===== config.mk =====
export PLATFORM = sky130hd
export DESIGN_NAME = vrt_ctrl
export DESIGN_NICKNAME = d
export VERILOG_FILES = /design/src/rtl/vrt_pkg.sv /design/src/rtl/vrt_ctrl.sv
export SDC_FILE = /design/constraint.sdc
export NUM_CORES = 1
export LEC_CHECK = 0
export BUFFER_PORTS_ARGS = -buffer_cell sky130_fd_sc_hd__buf_2
export CORE_AREA = 3 3 40 42
export DETAILED_ROUTE_END_ITERATION = 12
export DIE_AREA = 0 0 43 45
export GPL_ROUTABILITY_DRIVEN = 0
export HOLD_SLACK_MARGIN = 0.15
export MAX_ROUTING_LAYER = met4
export PLACE_DENSITY = 0.68
export SLEW_MARGIN = 10
export SYNTH_ARGS = -nofsm -noshare
export SYNTH_HDL_FRONTEND = slang
export SYNTH_SLANG_ARGS = --single-unit

===== constraint.sdc =====
create_clock -name i_clk -period 3.4 [get_ports i_clk]
set_input_delay 0.68 -clock i_clk [delete_from_list [all_inputs] [get_ports i_clk]]
set_output_delay 0.68 -clock i_clk [all_outputs]
set_load 0.01 [all_outputs]

===== src/rtl/vrt_pkg.sv =====
// Types, codes and constants of the voxel ray traversal block.
// No dependencies.
package vrt_pkg;

    localparam int COORD_BITS_DEF      = 24;
    localparam int MAX_FREE_VOXELS_DEF = 63;

    localparam int SIZE_W     = 10;
    localparam int RANGE_W    = 20;
    localparam int CFG_ADDR_W = 2;
    localparam int CFG_DATA_W = 20;

    localparam logic [CFG_ADDR_W-1:0] CFG_VOXEL_SIZE = 2'd0;
    localparam logic [CFG_ADDR_W-1:0] CFG_MIN_RANGE  = 2'd1;
    localparam logic [CFG_ADDR_W-1:0] CFG_MAX_RANGE  = 2'd2;

    localparam logic [SIZE_W-1:0]  VOXEL_SIZE_RST = 10'd50;
    localparam logic [RANGE_W-1:0] MIN_RANGE_RST  = 20'd300;
    localparam logic [RANGE_W-1:0] MAX_RANGE_RST  = 20'd50000;

    typedef enum logic [2:0] {
        ST_IDLE,
        ST_SQ,
        ST_SUM,
        ST_CHECK,
        ST_DIVW,
        ST_PROD,
        ST_WALK,
        ST_FINAL
    } t_state;

    typedef enum logic [3:0] {
        MUL_SQ_X,
        MUL_SQ_Y,
        MUL_SQ_Z,
        MUL_MIN2,
        MUL_MAX2,
        MUL_SA_X,
        MUL_SA_Y,
        MUL_SA_Z,
        MUL_P_XY,
        MUL_P_YX,
        MUL_P_XZ,
        MUL_P_ZX,
        MUL_P_YZ,
        MUL_P_ZY
    } t_mul_op;

    typedef struct packed {
        logic    load;
        logic    mul_en;
        t_mul_op mul_op;
        logic    sum;
        logic    num_load;
        logic    step;
        logic    fin;
    } t_dp_cmd;

    typedef struct packed {
        logic div_done;
        logic in_range;
        logic at_end;
        logic k_full;
        logic out_free;
    } t_dp_stat;

endpackage


===== src/rtl/vrt_ctrl.sv =====
// Controller state machine sequencing setup, range check and the voxel walk.
// Depends on vrt_pkg.
module vrt_ctrl (
    input  logic              i_clk,
    input  logic              i_rst_n,
    input  logic              i_in_valid,
    output logic              o_in_ready,
    output vrt_pkg::t_dp_cmd  o_cmd,
    input  vrt_pkg::t_dp_stat i_stat
);
    import vrt_pkg::*;

    t_state  r_state, n_state;
    t_mul_op r_op, n_op;

    always_ff @(posedge i_clk) begin
        if (!i_rst_n) begin
            r_state <= ST_IDLE;
            r_op    <= MUL_SQ_X;
        end else begin
            r_state <= n_state;
            r_op    <= n_op;
        end
    end

    always_comb begin
        n_state = r_state;
        n_op    = r_op;
        case (r_state)
            ST_IDLE: begin
                if (i_in_valid) begin
                    n_state = ST_SQ;
                    n_op    = MUL_SQ_X;
                end
            end
            ST_SQ: begin
                if (r_op == MUL_SA_Z) begin
                    n_state = ST_SUM;
                end else begin
                    n_op = t_mul_op'(r_op + 4'd1);
                end
            end
            ST_SUM:   n_state = ST_CHECK;
            ST_CHECK: n_state = i_stat.in_range ? ST_DIVW : ST_IDLE;
            ST_DIVW: begin
                if (i_stat.div_done) begin
                    n_state = ST_PROD;
                    n_op    = MUL_P_XY;
                end
            end
            ST_PROD: begin
                if (r_op == MUL_P_ZY) begin
                    n_state = ST_WALK;
                end else begin
                    n_op = t_mul_op'(r_op + 4'd1);
                end
            end
            ST_WALK: begin
                if (i_stat.at_end || i_stat.k_full) begin
                    n_state = ST_FINAL;
                end
            end
            ST_FINAL: begin
                if (i_stat.out_free) begin
                    n_state = ST_IDLE;
                end
            end
            default: n_state = ST_IDLE;
        endcase
    end

    always_comb begin
        o_in_ready     = 1'b0;
        o_cmd          = '0;
        o_cmd.mul_op   = r_op;
        case (r_state)
            ST_IDLE: begin
                o_in_ready = 1'b1;
                o_cmd.load = i_in_valid;
            end
            ST_SQ:   o_cmd.mul_en   = 1'b1;
            ST_SUM:  o_cmd.sum      = 1'b1;
            ST_DIVW: o_cmd.num_load = i_stat.div_done;
            ST_PROD: o_cmd.mul_en   = 1'b1;
            ST_WALK: begin
                o_cmd.step = !i_stat.at_end && !i_stat.k_full && i_stat.out_free;
            end
            ST_FINAL: o_cmd.fin = i_stat.out_free;
            default: ;
        endcase
    end

endmodule


== After elaboration in Yosys (flattened, before gate mapping) ==
Index checks and enable logic that the tools add are counted.

* $add $sub $neg: 1
* Equality and inequality tests: 17
* Muxes and demuxes: 20
* Reduce and logical (&&, ||, !) cells: 10

{| class="wikitable"
|+ Operators with widths
! operator !! number
|-
| $pmux W3 S8 || 1
|-
| $mux W3 || 7
|-
| $mux W4 || 4
|-
| $ne A2 B2 Y1 const B || 8
|-
| $pmux W4 S4 || 1
|-
| $eq A3 B3 Y1 const B || 4
|-
| $mux W1 || 7
|-
| $eq A3 B2 Y1 const B || 2
|-
| $reduce_and A6 Y1 || 1
|-
| $reduce_and A5 Y1 || 1
|-
| $add A4 B1 Y4 const B || 1
|-
| $eq A4 B3 Y1 const B || 1
|-
| $eq A4 B4 Y1 const B || 1
|-
| $reduce_bool A4 Y1 || 1
|-
| $eq A3 B1 Y1 const B || 1
|-
| $logic_not A3 Y1 || 1
|-
| $logic_and A1 B1 Y1 || 2
|-
| $logic_not A1 Y1 || 2
|-
| $reduce_or A2 Y1 || 1
|-
| $logic_or A1 B1 Y1 || 1
|}

* Register bits: 7
* Bits of input ports: 8
* Output and inout port bits: 11
* Logic and storage cells: 50

== Logic depth before layout (Yosys ltp) ==
* Depth after elaboration: 4
* Depth in mapped cells: 6

== Worst setup path before layout ==
Ideal clock, no wire load.

* Path kind: in2out
* Start point: in i_stat[1] (netlist bit)
* End point: out o_cmd[1] (netlist bit)
* Arrival time: 1.095 ns
* Setup slack: 1.625 ns
* Stages on the path: 2
* Path buffers: 0
* Path through: nor3b_1 > and3_2

{| class="wikitable"
|+ RTL lines
! what !! RTL line !! source
|-
| from (decl) || vrt_ctrl.sv:9 || <nowiki>input vrt_pkg::t_dp_stat i_stat</nowiki>
|-
| to (decl) || vrt_ctrl.sv:8 || <nowiki>output vrt_pkg::t_dp_cmd o_cmd,</nowiki>
|}

==> flow_summary.json <==
{
  "syn_inst": 62,
  "drt_iter0_drc": 9,
  "avgSynthCellArea_um2": 8.80,
  "clockRootBuffer": "clkbuf_4",
  "worst_pin_slew_ps": 612,
  "worstPathMaxFanout": 6,
  "setup.worst_path.class": "reg2out",
  "synthTopCellsByArea": "dfxtp_1 (26%), ha_1 (14%), mux2i_1 (5.5%)",
  "syn_area_um2": 546,
  "crit_chain": "inv_1 > ha_1 > and2b_2 > and2_1 > buf_2",
  "max_freq_mhz": 461,
  "worstPathRequired_ps": 2720,
  "finalHoldViolCount": 0,
  "final_design_area_no_fill_um2": 669,
  "overflow": 0,
  "cts_tree": "built",
  "cts-buffers-inserted": 3,
  "clk_pin_slew_ps": 60,
  "layout.nets": 98,
  "grt_pass1_vias": 472,
  "yosysWarnings": 0,
  "dp_hpwl_um": 881,
  "drt-vias-per-instance": 5.56,
  "cts-htree-levels": 1,
  "cts_setup_buffers": 0,
  "fill_cells": 125,
  "tns_ps": 0,
  "multi_input_area_um2": 375,
  "ctsLongestPathBuffers": 2,
  "start_kind": "register",
  "die_area_mm2": 0.00194,
  "grt_max_degree": 13,
  "cp_slowest_cell": "dfxtp_1",
  "ios": 19,
  "syn_to_final_growth_pct": 22.7,
  "status": "completed",
  "irDropWorstVdd_mv": 0.341,
  "ys.flop_type": "dfxtp_1",
  "drv_cap": 0,
  "die_h_um": 45,
  "clock_sinks": 7,
  "ys_async_sr_fraction": 0,
  "rows": 13,
  "hp-class": "reg2reg",
  "die_width_um": 43,
  "setup_viol_count_final": 0,
  "grt_first_pass_wirelength_um": 2040,
  "antennaDiodeCount": 0,
  "first_pass_iters": 4,
  "synth_enable_flop_cells": 0,
  "start_util": 0.425,
  "yosysUniqueCellTypes": 28,
  "fin_crit_ps": 2170,
  "drive_above_1_share": 0.349,
  "fin_crit_sh": 0.638,
  "syn_nets": 76,
  "grt_use_total": 0.144,
  "critPathMaxStageDelay_ps": 380,
  "clk_latency_ps": 250,
  "synth_top_area_share": 0.257,
  "wire_per_inst_um": 12.5,
  "p_per_area_mw_per_mm2": 611,
  "synth-seq-area-share": 0.257,
  "antenna_found_initial": 0,
  "yosys.area.top_type": "dfxtp_1",
  "portBuffers": 18,
  "routed-via-count": 545,
  "max_slew_margin": 0.586,
  "endpoint_kind": "primary output",
  "rsz0062_at_grt": "false",
  "ys_seq_elements": 7,
  "cp.arrival_ps": 1490,
  "placed_area_um2": 643,
  "antenna_left": 0,
  "fin_skew_ps": 9.38,
  "drcViolationCount": 0,
  "regArea_um2": 140,
  "ctsHoldBuffers": 0,
  "cts_resized": 0,
  "core_mm2": 0.00128,
  "final_max_slew_viol_count": 0,
  "power_leakage_uw": 0.000314,
  "wl_um": 1220
}
## metal layers
layer / part of all wire / up-vias / track usage
li1: - / 276 / -
met3: 0.060 / 0 / 0.0637
met2: 0.49 / 17 / 0.216
met1: 0.45 / 252 / 0.185
met5: 0 / - / -
met4: 0 / 0 / 0.0181
## cell usage in the layout, fill, tap and decap left out, types with 2 or more instances in the layout
cell type	netlist	routed
a21oi_1	3	3
and2_1	2	2
and2b_2	2	2
and3_2	3	3
buf_2	0	18
clkbuf_4	0	3
dfxtp_1	7	7
ha_1	6	6
inv_1	5	5
mux2i_1	3	3
nand2_1	6	6
nand4b_1	2	2
o21ai_0	5	5
or4_1	2	2
## cell families after synthesis
group / Yosys count / share of synthesized area
adder cells (fa/ha/maj): 6 / 0.138
buffers and inverters: 6 / 0.0550
AO/OA/AOI/OAI: 15 / 0.177
multiplexers: 4 / 0.0826
AND/OR/NAND/NOR: 24 / 0.291
flip-flops: 7 / 0.257
## critical path: cells and delay by family (launching register included)
kind	cells	cell delay, ps
adders and majority gates	1	280
buffers and inverters	2	210
DFF	1	380
and+or+nand+nor	2	370
## through the flow
stage	power, uW	setup slack (ps)	hold WS, ps	util	instances
after CTS	410	1220	509	0.521	98
after global placement	330	1430	489	0.500	94
after global routing	444	1130	547	0.521	98
after floorplan	271	1630	471	-	62
final	409	1230	501	0.521	98
after detailed placement	332	1410	498	0.500	94
## registers in the layout (all words and copies together), names as in the netlist
signal,cells
r_state,3
r_op,4
## Yosys cell counts (2+ instances only)
master and count:
or4_1 2, nand4b_1 2, and2b_2 2, and3_2 3
ha_1 6, a21oi_1 3, and2_1 2, o21ai_0 5
nand2_1 6, inv_1 5, dfxtp_1 7, mux2i_1 3
## path summary, 6_finish.rpt
path              start         end  slack [ps]  cells after the start
min reg2reg  r_state[1]  r_state[1]         500                      2
min          r_state[1]  r_state[1]         500                      2
max reg2reg  r_state[0]     r_op[1]        1580                      5
max          r_state[0]    o_cmd[9]        1230                      5
## power by group
part | internal [uW] | switching (uW) | total, uW
clock | 44.8 | 31.3 | 76.1
sequential | 97.2 | 16.6 | 114
combinational | 98.2 | 121 | 219
total | 240 | 169 | 409
## layout make-up
type	instances	share of cell area
Sequential cell	7	0.209
Multi-Input combinational cell	49	0.561
Timing Repair Buffer	18	0.135
Tap cell	15	0.0280
Inverter	5	0.0280
Clock buffer	4	0.0393
Note: power is estimated with default switching activity, not from simulation.
